File: src/design/pcr_pkg.sv
// Shared constants and controller/datapath interface types for the RMSD block.
package pcr_pkg;

   localparam int COORD_WIDTH  = 20;
   localparam int DIFF_WIDTH   = COORD_WIDTH + 1;
   localparam int SQ_WIDTH     = 2 * COORD_WIDTH + 1;
   localparam int MAX_ATOMS    = 65536;
   localparam int COUNT_WIDTH  = 17;
   localparam int SUM_WIDTH    = 61;
   localparam int WORK_WIDTH   = SUM_WIDTH + 1;
   localparam int ROOT_WIDTH   = WORK_WIDTH / 2;
   localparam int SREM_WIDTH   = ROOT_WIDTH + 2;
   localparam int DEV_WIDTH    = 21;
   localparam int DIV_STEPS    = WORK_WIDTH;
   localparam int SQRT_STEPS   = ROOT_WIDTH;
   localparam int DRAIN_CYCLES = 3;
   localparam int ITER_WIDTH   = 6;
   localparam int REQ_WIDTH    = 6 * COORD_WIDTH;
   localparam int RSP_WIDTH    = 40;

   typedef struct packed {
      logic accept;
      logic load_div;
      logic div_step;
      logic sqrt_step;
      logic load_out;
   } pcr_cmd_type;

   typedef struct packed {
      logic out_stall;
   } pcr_status_type;

endpackage

File: src/design/pcr_ctrl.sv
// Sequencer for accumulation, drain, divide, square root and result delivery.
module pcr_ctrl
   import pcr_pkg::*;
(
   input  logic           clock,
   input  logic           reset,
   input  logic           req_tvalid,
   input  logic           req_tlast,
   input  pcr_status_type status,
   output logic           req_tready,
   output pcr_cmd_type    cmd
);

   typedef enum logic [2:0] {
      ST_ACCUM,
      ST_DRAIN,
      ST_DIVIDE,
      ST_ROOT,
      ST_DELIVER
   } state_type;

   state_type             state_ff, state_in;
   logic [ITER_WIDTH-1:0] iter_ff, iter_in;

   always_comb begin
      state_in      = state_ff;
      iter_in       = iter_ff;
      req_tready    = 1'b0;
      cmd           = '0;
      case (state_ff)
         ST_ACCUM: begin
            req_tready = 1'b1;
            cmd.accept = req_tvalid;
            if (req_tvalid && req_tlast) begin
               state_in = ST_DRAIN;
               iter_in  = ITER_WIDTH'(DRAIN_CYCLES);
            end
         end
         ST_DRAIN: begin
            if (iter_ff == '0) begin
               cmd.load_div = 1'b1;
               state_in     = ST_DIVIDE;
               iter_in      = ITER_WIDTH'(DIV_STEPS - 1);
            end else begin
               iter_in = iter_ff - 1'b1;
            end
         end
         ST_DIVIDE: begin
            cmd.div_step = 1'b1;
            if (iter_ff == '0) begin
               state_in = ST_ROOT;
               iter_in  = ITER_WIDTH'(SQRT_STEPS - 1);
            end else begin
               iter_in = iter_ff - 1'b1;
            end
         end
         ST_ROOT: begin
            cmd.sqrt_step = 1'b1;
            if (iter_ff == '0) begin
               state_in = ST_DELIVER;
            end else begin
               iter_in = iter_ff - 1'b1;
            end
         end
         ST_DELIVER: begin
            if (!status.out_stall) begin
               cmd.load_out = 1'b1;
               state_in     = ST_ACCUM;
            end
         end
         default: begin
            state_in = ST_ACCUM;
         end
      endcase
   end

   always_ff @(posedge clock) begin
      if (reset) begin
         state_ff <= ST_ACCUM;
         iter_ff  <= '0;
      end else begin
         state_ff <= state_in;
         iter_ff  <= iter_in;
      end
   end

endmodule

File: src/design/pcr_datapath.sv
// Squared-distance pipeline, accumulator, serial divider, serial square root and output register.
module pcr_datapath
   import pcr_pkg::*;
(
   input  logic                   clock,
   input  logic                   reset,
   input  pcr_cmd_type            cmd,
   input  logic [REQ_WIDTH-1:0]   req_tdata,
   input  logic                   req_tlast,
   output pcr_status_type         status,
   output logic                   rsp_tvalid,
   input  logic                   rsp_tready,
   output logic [RSP_WIDTH-1:0]   rsp_tdata,
   output logic                   rsp_tuser
);

   logic signed [COORD_WIDTH-1:0] ref_x, ref_y, ref_z, cmp_x, cmp_y, cmp_z;
   logic signed [DIFF_WIDTH-1:0]  dx, dy, dz;
   logic [DIFF_WIDTH-1:0]         mag_x_ff, mag_y_ff, mag_z_ff;
   logic [DIFF_WIDTH-1:0]         mag_x_in, mag_y_in, mag_z_in;
   logic [2*DIFF_WIDTH-1:0]       prod_x, prod_y, prod_z;
   logic [SQ_WIDTH-1:0]           sq_x_ff, sq_y_ff, sq_z_ff;
   logic                          add_a_ff, add_a_in, add_b_ff;
   logic [SUM_WIDTH:0]            sum_total;
   logic [SUM_WIDTH-1:0]          sum_ff, sum_in;
   logic [COUNT_WIDTH-1:0]        count_ff, count_in, count_next;
   logic                          ovf_ff, ovf_in, ovf_next;
   logic [COUNT_WIDTH-1:0]        final_count_ff, final_count_in;
   logic                          final_ovf_ff, final_ovf_in;
   logic [COUNT_WIDTH-1:0]        divisor;
   logic [WORK_WIDTH-1:0]         work_ff, work_in;
   logic [COUNT_WIDTH-1:0]        drem_ff, drem_in;
   logic [COUNT_WIDTH:0]          drem_shift;
   logic [SREM_WIDTH-1:0]         srem_ff, srem_in;
   logic [SREM_WIDTH+1:0]         srem_shift, srem_trial;
   logic [ROOT_WIDTH-1:0]         root_ff, root_in;
   logic                          rsp_valid_ff, rsp_valid_in;
   logic [RSP_WIDTH-1:0]          rsp_data_ff, rsp_data_in;
   logic                          rsp_user_ff, rsp_user_in;

   assign ref_x = req_tdata[0*COORD_WIDTH +: COORD_WIDTH];
   assign ref_y = req_tdata[1*COORD_WIDTH +: COORD_WIDTH];
   assign ref_z = req_tdata[2*COORD_WIDTH +: COORD_WIDTH];
   assign cmp_x = req_tdata[3*COORD_WIDTH +: COORD_WIDTH];
   assign cmp_y = req_tdata[4*COORD_WIDTH +: COORD_WIDTH];
   assign cmp_z = req_tdata[5*COORD_WIDTH +: COORD_WIDTH];

   assign dx = DIFF_WIDTH'(ref_x) - DIFF_WIDTH'(cmp_x);
   assign dy = DIFF_WIDTH'(ref_y) - DIFF_WIDTH'(cmp_y);
   assign dz = DIFF_WIDTH'(ref_z) - DIFF_WIDTH'(cmp_z);

   assign prod_x = (2*DIFF_WIDTH)'(mag_x_ff) * (2*DIFF_WIDTH)'(mag_x_ff);
   assign prod_y = (2*DIFF_WIDTH)'(mag_y_ff) * (2*DIFF_WIDTH)'(mag_y_ff);
   assign prod_z = (2*DIFF_WIDTH)'(mag_z_ff) * (2*DIFF_WIDTH)'(mag_z_ff);

   assign sum_total = (SUM_WIDTH+1)'(sum_ff) + (SUM_WIDTH+1)'(sq_x_ff)
                    + (SUM_WIDTH+1)'(sq_y_ff) + (SUM_WIDTH+1)'(sq_z_ff);

   assign divisor    = (final_count_ff == '0) ? COUNT_WIDTH'(1) : final_count_ff;
   assign drem_shift = {drem_ff, work_ff[WORK_WIDTH-1]};
   assign srem_shift = {srem_ff, work_ff[WORK_WIDTH-1 -: 2]};
   assign srem_trial = {2'b00, root_ff, 2'b01};

   assign status.out_stall = rsp_valid_ff && !rsp_tready;

   always_comb begin
      mag_x_in       = dx[DIFF_WIDTH-1] ? DIFF_WIDTH'(-dx) : DIFF_WIDTH'(dx);
      mag_y_in       = dy[DIFF_WIDTH-1] ? DIFF_WIDTH'(-dy) : DIFF_WIDTH'(dy);
      mag_z_in       = dz[DIFF_WIDTH-1] ? DIFF_WIDTH'(-dz) : DIFF_WIDTH'(dz);
      add_a_in       = 1'b0;
      count_next     = count_ff;
      ovf_next       = ovf_ff;
      count_in       = count_ff;
      ovf_in         = ovf_ff;
      final_count_in = final_count_ff;
      final_ovf_in   = final_ovf_ff;
      sum_in         = sum_ff;
      work_in        = work_ff;
      drem_in        = drem_ff;
      srem_in        = srem_ff;
      root_in        = root_ff;
      rsp_valid_in   = rsp_valid_ff && !rsp_tready;
      rsp_data_in    = rsp_data_ff;
      rsp_user_in    = rsp_user_ff;

      if (cmd.accept) begin
         if (count_ff == COUNT_WIDTH'(MAX_ATOMS)) begin
            ovf_next = 1'b1;
         end else begin
            count_next = count_ff + 1'b1;
            add_a_in   = 1'b1;
         end
         count_in = count_next;
         ovf_in   = ovf_next;
         if (req_tlast) begin
            final_count_in = count_next;
            final_ovf_in   = ovf_next;
            count_in       = '0;
            ovf_in         = 1'b0;
         end
      end

      if (add_b_ff) begin
         sum_in = sum_total[SUM_WIDTH] ? '1 : sum_total[SUM_WIDTH-1:0];
      end

      if (cmd.load_div) begin
         work_in = {1'b0, sum_ff};
         drem_in = '0;
         srem_in = '0;
         root_in = '0;
         sum_in  = '0;
      end

      if (cmd.div_step) begin
         if (drem_shift >= {1'b0, divisor}) begin
            drem_in = COUNT_WIDTH'(drem_shift - {1'b0, divisor});
            work_in = {work_ff[WORK_WIDTH-2:0], 1'b1};
         end else begin
            drem_in = drem_shift[COUNT_WIDTH-1:0];
            work_in = {work_ff[WORK_WIDTH-2:0], 1'b0};
         end
      end

      if (cmd.sqrt_step) begin
         work_in = {work_ff[WORK_WIDTH-3:0], 2'b00};
         if (srem_shift >= srem_trial) begin
            srem_in = SREM_WIDTH'(srem_shift - srem_trial);
            root_in = {root_ff[ROOT_WIDTH-2:0], 1'b1};
         end else begin
            srem_in = srem_shift[SREM_WIDTH-1:0];
            root_in = {root_ff[ROOT_WIDTH-2:0], 1'b0};
         end
      end

      if (cmd.load_out) begin
         rsp_valid_in = 1'b1;
         rsp_data_in  = RSP_WIDTH'({final_count_ff, root_ff[DEV_WIDTH-1:0]});
         rsp_user_in  = final_ovf_ff;
      end
   end

   always_ff @(posedge clock) begin
      mag_x_ff       <= mag_x_in;
      mag_y_ff       <= mag_y_in;
      mag_z_ff       <= mag_z_in;
      sq_x_ff        <= prod_x[SQ_WIDTH-1:0];
      sq_y_ff        <= prod_y[SQ_WIDTH-1:0];
      sq_z_ff        <= prod_z[SQ_WIDTH-1:0];
      final_count_ff <= final_count_in;
      final_ovf_ff   <= final_ovf_in;
      work_ff        <= work_in;
      drem_ff        <= drem_in;
      srem_ff        <= srem_in;
      root_ff        <= root_in;
      rsp_data_ff    <= rsp_data_in;
      rsp_user_ff    <= rsp_user_in;
   end

   always_ff @(posedge clock) begin
      if (reset) begin
         add_a_ff     <= 1'b0;
         add_b_ff     <= 1'b0;
         sum_ff       <= '0;
         count_ff     <= '0;
         ovf_ff       <= 1'b0;
         rsp_valid_ff <= 1'b0;
      end else begin
         add_a_ff     <= add_a_in;
         add_b_ff     <= add_a_ff;
         sum_ff       <= sum_in;
         count_ff     <= count_in;
         ovf_ff       <= ovf_in;
         rsp_valid_ff <= rsp_valid_in;
      end
   end

   assign rsp_tvalid = rsp_valid_ff;
   assign rsp_tdata  = rsp_data_ff;
   assign rsp_tuser  = rsp_user_ff;

endmodule

File: src/design/paired_coordinate_rmsd.sv
// Top level of the paired-coordinate RMSD block: controller and datapath.
//
// The block takes one atom-pair beat per clock while a group is open; each pair's squared
// distance goes through a three-stage pipeline into the running sum. After the beat marked
// tlast, req_tready stays low while the controller drains the pipeline and loads the divider,
// runs the one-bit-per-cycle divider and the one-bit-per-cycle square root, and loads the
// result register, and also for as long as a still-unread previous result holds the output
// register. A result register separates the two sides, so a new group may stream in while a
// result waits.
module paired_coordinate_rmsd
   import pcr_pkg::*;
(
   input  logic                 clock,
   input  logic                 reset,
   input  logic                 req_tvalid,
   output logic                 req_tready,
   // ref_x, ref_y, ref_z, cmp_x, cmp_y, cmp_z, 20 bits each.
   input  logic [REQ_WIDTH-1:0] req_tdata,
   input  logic                 req_tlast,
   output logic                 rsp_tvalid,
   input  logic                 rsp_tready,
   // deviation (21 bits), pair_count (17 bits), two zero bits.
   output logic [RSP_WIDTH-1:0] rsp_tdata,
   // overflow.
   output logic                 rsp_tuser
);

   pcr_cmd_type    cmd;
   pcr_status_type status;

   pcr_ctrl u_ctrl (
      .clock      (clock),
      .reset      (reset),
      .req_tvalid (req_tvalid),
      .req_tlast  (req_tlast),
      .status     (status),
      .req_tready (req_tready),
      .cmd        (cmd)
   );

   pcr_datapath u_datapath (
      .clock      (clock),
      .reset      (reset),
      .cmd        (cmd),
      .req_tdata  (req_tdata),
      .req_tlast  (req_tlast),
      .status     (status),
      .rsp_tvalid (rsp_tvalid),
      .rsp_tready (rsp_tready),
      .rsp_tdata  (rsp_tdata),
      .rsp_tuser  (rsp_tuser)
   );

endmodule
File: config.mk
export PLATFORM = sky130hd
export DESIGN_NAME = paired_coordinate_rmsd
export DESIGN_NICKNAME = d
export VERILOG_FILES = /design/src/design/pcr_pkg.sv /design/src/design/pcr_ctrl.sv /design/src/design/pcr_datapath.sv /design/src/design/paired_coordinate_rmsd.sv
export SDC_FILE = /design/constraint.sdc
export NUM_CORES = 2
export LEC_CHECK = 0
export BUFFER_PORTS_ARGS = -buffer_cell sky130_fd_sc_hd__buf_4
export CAP_MARGIN = 20
export CORE_ASPECT_RATIO = 0.7
export CORE_MARGIN = 3
export CORE_UTILIZATION = 46
export DETAILED_ROUTE_END_ITERATION = 12
export RECOVER_POWER = 100
export SYNTH_ARGS = -nofsm -noshare
export SYNTH_HDL_FRONTEND = slang
export SYNTH_SLANG_ARGS = --single-unit
File: constraint.sdc
create_clock -name clock -period 20.8 [get_ports clock]
set_input_delay 4.16 -clock clock [delete_from_list [all_inputs] [get_ports clock]]
set_output_delay 4.16 -clock clock [all_outputs]
set_load 0.01 [all_outputs]
* Word-level counts from Yosys, hierarchy flattened
Index checks and enable logic that the tools add are counted.
** Operators by class
- Divide/modulo/power cells :: 0
- Shifts and indexed selects :: 0
- $lt $le $gt $ge :: 2
- Equality and inequality tests :: 11
- Multiplexer cells :: 43
- Add/subtract/negate cells :: 13
- $mul :: 3
- Reductions and logical operators :: 15
- Bitwise operators :: 1
** Operators with widths (number)
- 62-bit two-way mux :: 3
- 62-bit by 41-bit adder with 62-bit output :: 2
- 21-bit by 21-bit multiplier with 41-bit output :: 3
- 17-bit two-way mux :: 6
- 33-bit two-way mux :: 3
- 21-bit negation :: 3
- 20-bit by 20-bit subtractor with 21-bit output :: 3
- 61-bit by 41-bit adder with 62-bit output :: 1
- 31-bit two-way mux :: 2
- 61-bit two-way mux :: 1
- 20-bit two-way mux :: 3
- 35-bit by 33-bit >= comparator with 1-bit output :: 1
- 33-bit subtractor :: 1
- 6-bit two-way mux :: 4
- 6-bit case mux with 4 select lines :: 1
- 18-bit by 17-bit >= comparator with 1-bit output :: 1
- 17-bit by 1-bit adder with 17-bit output, second input constant :: 1
- 17-bit == test, second input constant :: 1
- 17-bit logical NOT :: 1
- 17-bit subtractor :: 1
- 3-bit two-way mux :: 5
- 3-bit case mux with 5 select lines :: 1
- 1-bit two-way mux :: 14
- 2-bit by 1-bit != test with 1-bit output, second input constant :: 4
- other kinds (17) :: 22
** Storage, ports and cells
- Logic and storage cells :: 114
- Latch bits :: 0
- Memory bits (read-only) :: 0
- Bits in writable memories :: 0
- Output and inout port bits :: 43
- Register bits after elaboration :: 477
- Input port bits :: 125
- Memories :: 0

* Depth between registers and ports, before layout
- Depth in word-level cells :: 6
- Depth in mapped cells :: 28
- Gate-level depth less buffers :: 27

* Hierarchy
From an unflattened synthesis, not the netlist that was laid out.
** Unflattened totals
- Cells, all modules :: 6695
- Area total of the unflattened synthesis :: 63359.5 µm²
** Modules (own cells, without submodules)
- pcr_datapath :: cells an instance 6619, area an instance 62722.7 µm², sequential area each 11290.8 µm², times used 1
- pcr_ctrl :: cells an instance 76, area an instance 636.9 µm², sequential area each 180.2 µm², times used 1

* Least setup slack after synthesis
Ideal clock, no wire load.
- Path kind :: register to register
- Start :: reg u_datapath.mag_x_ff[8]
- End :: reg u_datapath.sq_x_ff[39]
- Buffers on the path :: 2
- Arrival :: 6.955 ns
- Setup time :: 0.130 ns
- Required time :: 20.670 ns
- Clock period less this slack :: 7.085 ns
- Cell stages (with the launch flop) :: 28
- Slack :: 13.715 ns
- Path through :: dfxtp_1 -> clkbuf_1 -> clkbuf_1 -> nand2_1 -> fa_1 -> inv_1 -> fa_1 -> inv_1 -> fa_1 -> inv_1 -> fa_1 -> inv_1 -> fa_1 -> inv_1 -> fa_1 -> inv_1 -> fa_1 -> inv_1 -> ha_1 -> and4_1 -> a21oi_1 -> a21oi_1 -> o311ai_1 -> a31o_2 -> o31ai_1 -> a221o_1 -> a21oi_1 -> o211ai_1
** On the way
- Cells in the longest elaborated chain, start to end :: 1
** RTL lines
- start, declared :: RTL line pcr_datapath.sv:19 : logic [DIFF_WIDTH-1:0] mag_x_ff, mag_y_ff, mag_z_ff;
- start signal, assigned :: RTL line pcr_datapath.sv:144 : mag_x_ff <= mag_x_in;
- 21-bit by 21-bit multiplier with 41-bit output :: RTL line pcr_datapath.sv:52 : assign prod_x = (2*DIFF_WIDTH)'(mag_x_ff) * (2*DIFF_WIDTH)'(mag_x_ff);
- via u_datapath.prod_x[39] :: RTL line pcr_datapath.sv:21 : logic [2*DIFF_WIDTH-1:0] prod_x, prod_y, prod_z;
- end signal, assigned :: RTL line pcr_datapath.sv:147 : sq_x_ff <= prod_x[SQ_WIDTH-1:0];
- end, declared :: RTL line pcr_datapath.sv:22 : logic [SQ_WIDTH-1:0] sq_x_ff, sq_y_ff, sq_z_ff;
The timed path passes the listed nets, and every way through them passes these cells.
A chain may end at the register's enable or synchronous reset.

* Worst setup path after layout
- Start :: reg u_datapath.mag_x_ff[5]
- End :: reg u_datapath.sq_x_ff[39]
The elaborated chain is that of the path after synthesis.

==> impl_results.md <==
- CTS Hold Buffers Added: 0
- Failing checks: capacitance limit, slew limit
- Worst-path clk slew: approximately 0.060 ns
- CTS root buffer: clkbuf_16
- Die area: 145000 um2
- I/O Pins: about 170
- CTS H-Tree Depth: 2
- Final wirelength: approximately 150000 um
- CTS max path bufs: 3
- Largest net degree at the start of global routing: 93
- Hpwl dp: 121000 um
- Max-slew headroom: -133%
- Skew-Pair Late Insertion Delay: about 0.67 ns
- CP arrival: just over 9 ns
- Status: complete, but fails checks
- Iteration-0 DRC count of the detailed router: ~2700
- Area delta synth->final: 7.29%
- Seq/Total Area, Yosys: about 18%
- CP Max Fanout: 18
- Min Tclk post-route: roughly 8.5 ns
- Port bufs: 165
- Critical Path Start Type: register
- Post-synth EDFFs: approximately 200
- CP peak stage delay: between 1 and 1.5 ns
- Fraction of layout cells with a size suffix above 1: 4.81%
- Compound-Gate Fraction of Synth Area: 11.0%
- Worst path required time: 21.33 ns
- Final Setup Violations: 0
- Vias in the first global route: about 48000
- Unique masters post-synth: between 100 and 150
- Max Cap Violations: 8
- Synth Instances: approximately 7000
- Main synth FF type: dfxtp_1
- Worst Tran Pin Value: between 3 and 4 ns
- Mux cell area share after synthesis: 0.525%
- Setup CP Type: reg -> reg
- Die Ht: approximately 320 um
- Final instance area: a little under 70000 um2
- Vias: approximately 47000
- Mapped cell area: around 64000 um2
- Final Cycle Share: between 40 and 50%
- Initial Utilization: approximately 47%
- Sink Count: 474
- Skew final: ~0.065 ns
- Cts repair resizes: 0
- WP buf/inv: 6
- Async SR Flop Fraction: 0%
- CTS tree: done
- Chip width: ~450 um
- Fillers: between 10000 and 15000
- Global Route Usage Sum: 21.4%
- Setup WS pre-CTS: between 10 and 15 ns
- Row Count: roughly 110
- Final WS setup: roughly 12 ns
- Residual DRC: 0
- Vias per cell: approximately 5.2
- Ys Warns: 0
- Max-slew violations: around 480
- Final ANT Viol Nets: 0
- Final hold vios: 0
- Placed Instance Area: 67400 um2
- Core footprint: around 140000 um2
- Simple-Gate Fraction of Synth Area: between 10% and 20%
- Delay-heaviest family, CP: adder cells
- Final setup TNS: 0 ns
- Yosys top cell by area: fa_1
- Mapped Avg Cell Area: slightly above 9 um2
- Top-area cell type share of the netlist area: a little under a third
- Post-Synth Adder-Cell Area: between 40% and 50%
- Setup Buffers After CTS: 0
- Area occupied by multi-input gates: 46600 um2
- CP Capture Type: register
- Main combinational cell family by area after synthesis: adder cells
- Storage cell area: 11500 um2
- Ranking of synthesized cells by area: fa_1, ha_1, edfxtp_1, dfxtp_1, inv_1
- CP max-delay cell: o311ai_0
- Post-DR wirelength/cell: about 17 um
- Drt pass-1 iters: 5
- RSZ-0062 raised after global routing: false
- Post-synthesis xor/xnor area fraction: about 4.4%
- Fmax: approximately 0.12 GHz
- Final GP Congestion: around 0.88
- Nets: around 8700
- Total gr overflow: 0
- HP Class: reg -> reg
- Initial antenna violation count: 3
- First-pass GRT wire length: roughly 250000 um
- FF+latch count, synth: around 470
- TritonCTS Buffers: 55
[cell families after synthesis]
| logic type | Yosys count |
|---|---|
| adders and majority gates | 1630 |
| xor gates and xnor gates | 323 |
| buffers and inverters | 1667 |
| DFF | 474 |
| other | 1 |
| AOI/OAI and AO/OA | 1084 |
| muxes | 33 |
| and+or+nand+nor | 1732 |
[worst register-to-register path: cells and delay by family, from the launching register on]
family | cells | cell delay [ns]
compound gates | 9 | 2.93
buf+inv | 6 | 0.60
fa+ha+maj | 8 | 3.61
flops | 1 | 0.83
simple gates | 2 | 0.45
[cells in the mapped netlist, types with 13 or more instances]
cell type	number
clkbuf_1	248
a31oi_1	131
nand3_1	69
nor3_1	70
o21bai_1	34
ha_1	616
a41oi_1	13
xor2_1	106
nor2_1	342
dfxtp_1	276
or3_1	23
o21ai_0	190
a2111oi_0	18
nand4_1	39
o211ai_1	22
a21o_1	126
mux2i_1	27
o31ai_1	22
and3_1	54
nand2_1	661
nor4_1	20
a211oi_1	42
inv_1	1403
and4_1	24
nand2b_1	27
or2_2	25
o21a_1	42
fa_1	1014
nor2b_1	44
xnor2_1	215
and2_1	268
nor3b_1	13
a21oi_1	285
nand3b_1	14
o21ai_1	14
edfxtp_1	198
[layout by cell type (no fill, tap or decap), types with 22 or more instances in the layout]
cell,netlist,layout
edfxtp_1,198,198
o21a_1,42,42
a211oi_1,42,44
buf_4,2,162
dfxtp_1,276,275
ha_1,616,616
nor2_1,342,342
inv_1,1403,1403
a31oi_1,131,131
clkbuf_1,248,63
o211ai_1,22,22
nand2b_1,27,27
nand3_1,69,68
o21bai_1,34,34
nor3_1,70,70
and2_1,268,257
fa_1,1014,1014
a21o_1,126,126
xnor2_1,215,215
clkbuf_16,0,56
nand2_1,661,660
or2_2,25,25
a21oi_1,285,285
nor2b_1,44,43
or3_1,23,23
mux2i_1,27,27
o31ai_1,22,23
o21ai_0,190,198
nand4_1,39,39
xor2_1,106,106
and3_1,54,54
and4_1,24,24
[metrics by stage]
step	instances	utilization, %	hold slack (ns)
after CTS	8862	50.0	0.448
final	8867	49.9	0.443
after global routing	8865	49.9	0.455
after detailed placement	8758	48.6	0.433
after global placement	8758	48.6	0.429
after floorplan	6946	-	0.357
[state kept, by name (all words and copies together) (netlist names), 3 cells and up]
signal / count
u_datapath.work_ff: 62
u_datapath.mag_x_ff: 21
u_datapath.sq_z_ff: 40
u_ctrl.iter_ff: 6
u_datapath.sq_x_ff: 40
u_ctrl.state_ff: 3
u_datapath.final_count_ff: 17
u_datapath.drem_ff: 17
u_datapath.root_ff: 31
u_datapath.sq_y_ff: 40
u_datapath.rsp_tdata: 38
u_datapath.mag_y_ff: 21
u_datapath.mag_z_ff: 21
u_datapath.count_ff: 17
u_datapath.sum_ff: 61
u_datapath.srem_ff: 33
[layer usage]
layer | vias to the layer above | global-route usage [%] | share of wire [%]
met4 | 0 | 3.27 | 1.3
met1 | 23000 | 33.6 | 50
met2 | 1046 | 31.5 | 43
met5 | - | 0 | 0
li1 | 22300 | - | -
met3 | 147 | 3.56 | 6.4
[final timing paths]
check                                           start                                end  slack, ns  cells past startpoint
hold / removal    u_datapath.root_ff[9]$_SDFFCE_PN0P_  u_datapath.rsp_tdata[9]$_DFFE_PP_       0.44                      0
setup reg to reg       u_datapath.mag_x_ff[5]$_DFF_P_     u_datapath.sq_x_ff[39]$_DFF_P_      12.28                     25
hold reg to reg   u_datapath.root_ff[9]$_SDFFCE_PN0P_  u_datapath.rsp_tdata[9]$_DFFE_PP_       0.44                      0
setup / recovery       u_datapath.mag_x_ff[5]$_DFF_P_     u_datapath.sq_x_ff[39]$_DFF_P_      12.28                     25
[cell type report]
cell class	instances	area share (%)
clock buffers	69	2.17
diodes	2	0.00724
flip-flops and latches	474	16.6
repair buffers	223	2.15
inverters	1403	7.62
well taps	1856	3.36
clock inverters	35	0.634
multi-input cells	4805	67.5
Power is left out: the tool's default activity adds up to more than one toggle a clock period on the data nets, which glitch-free logic cannot reach.
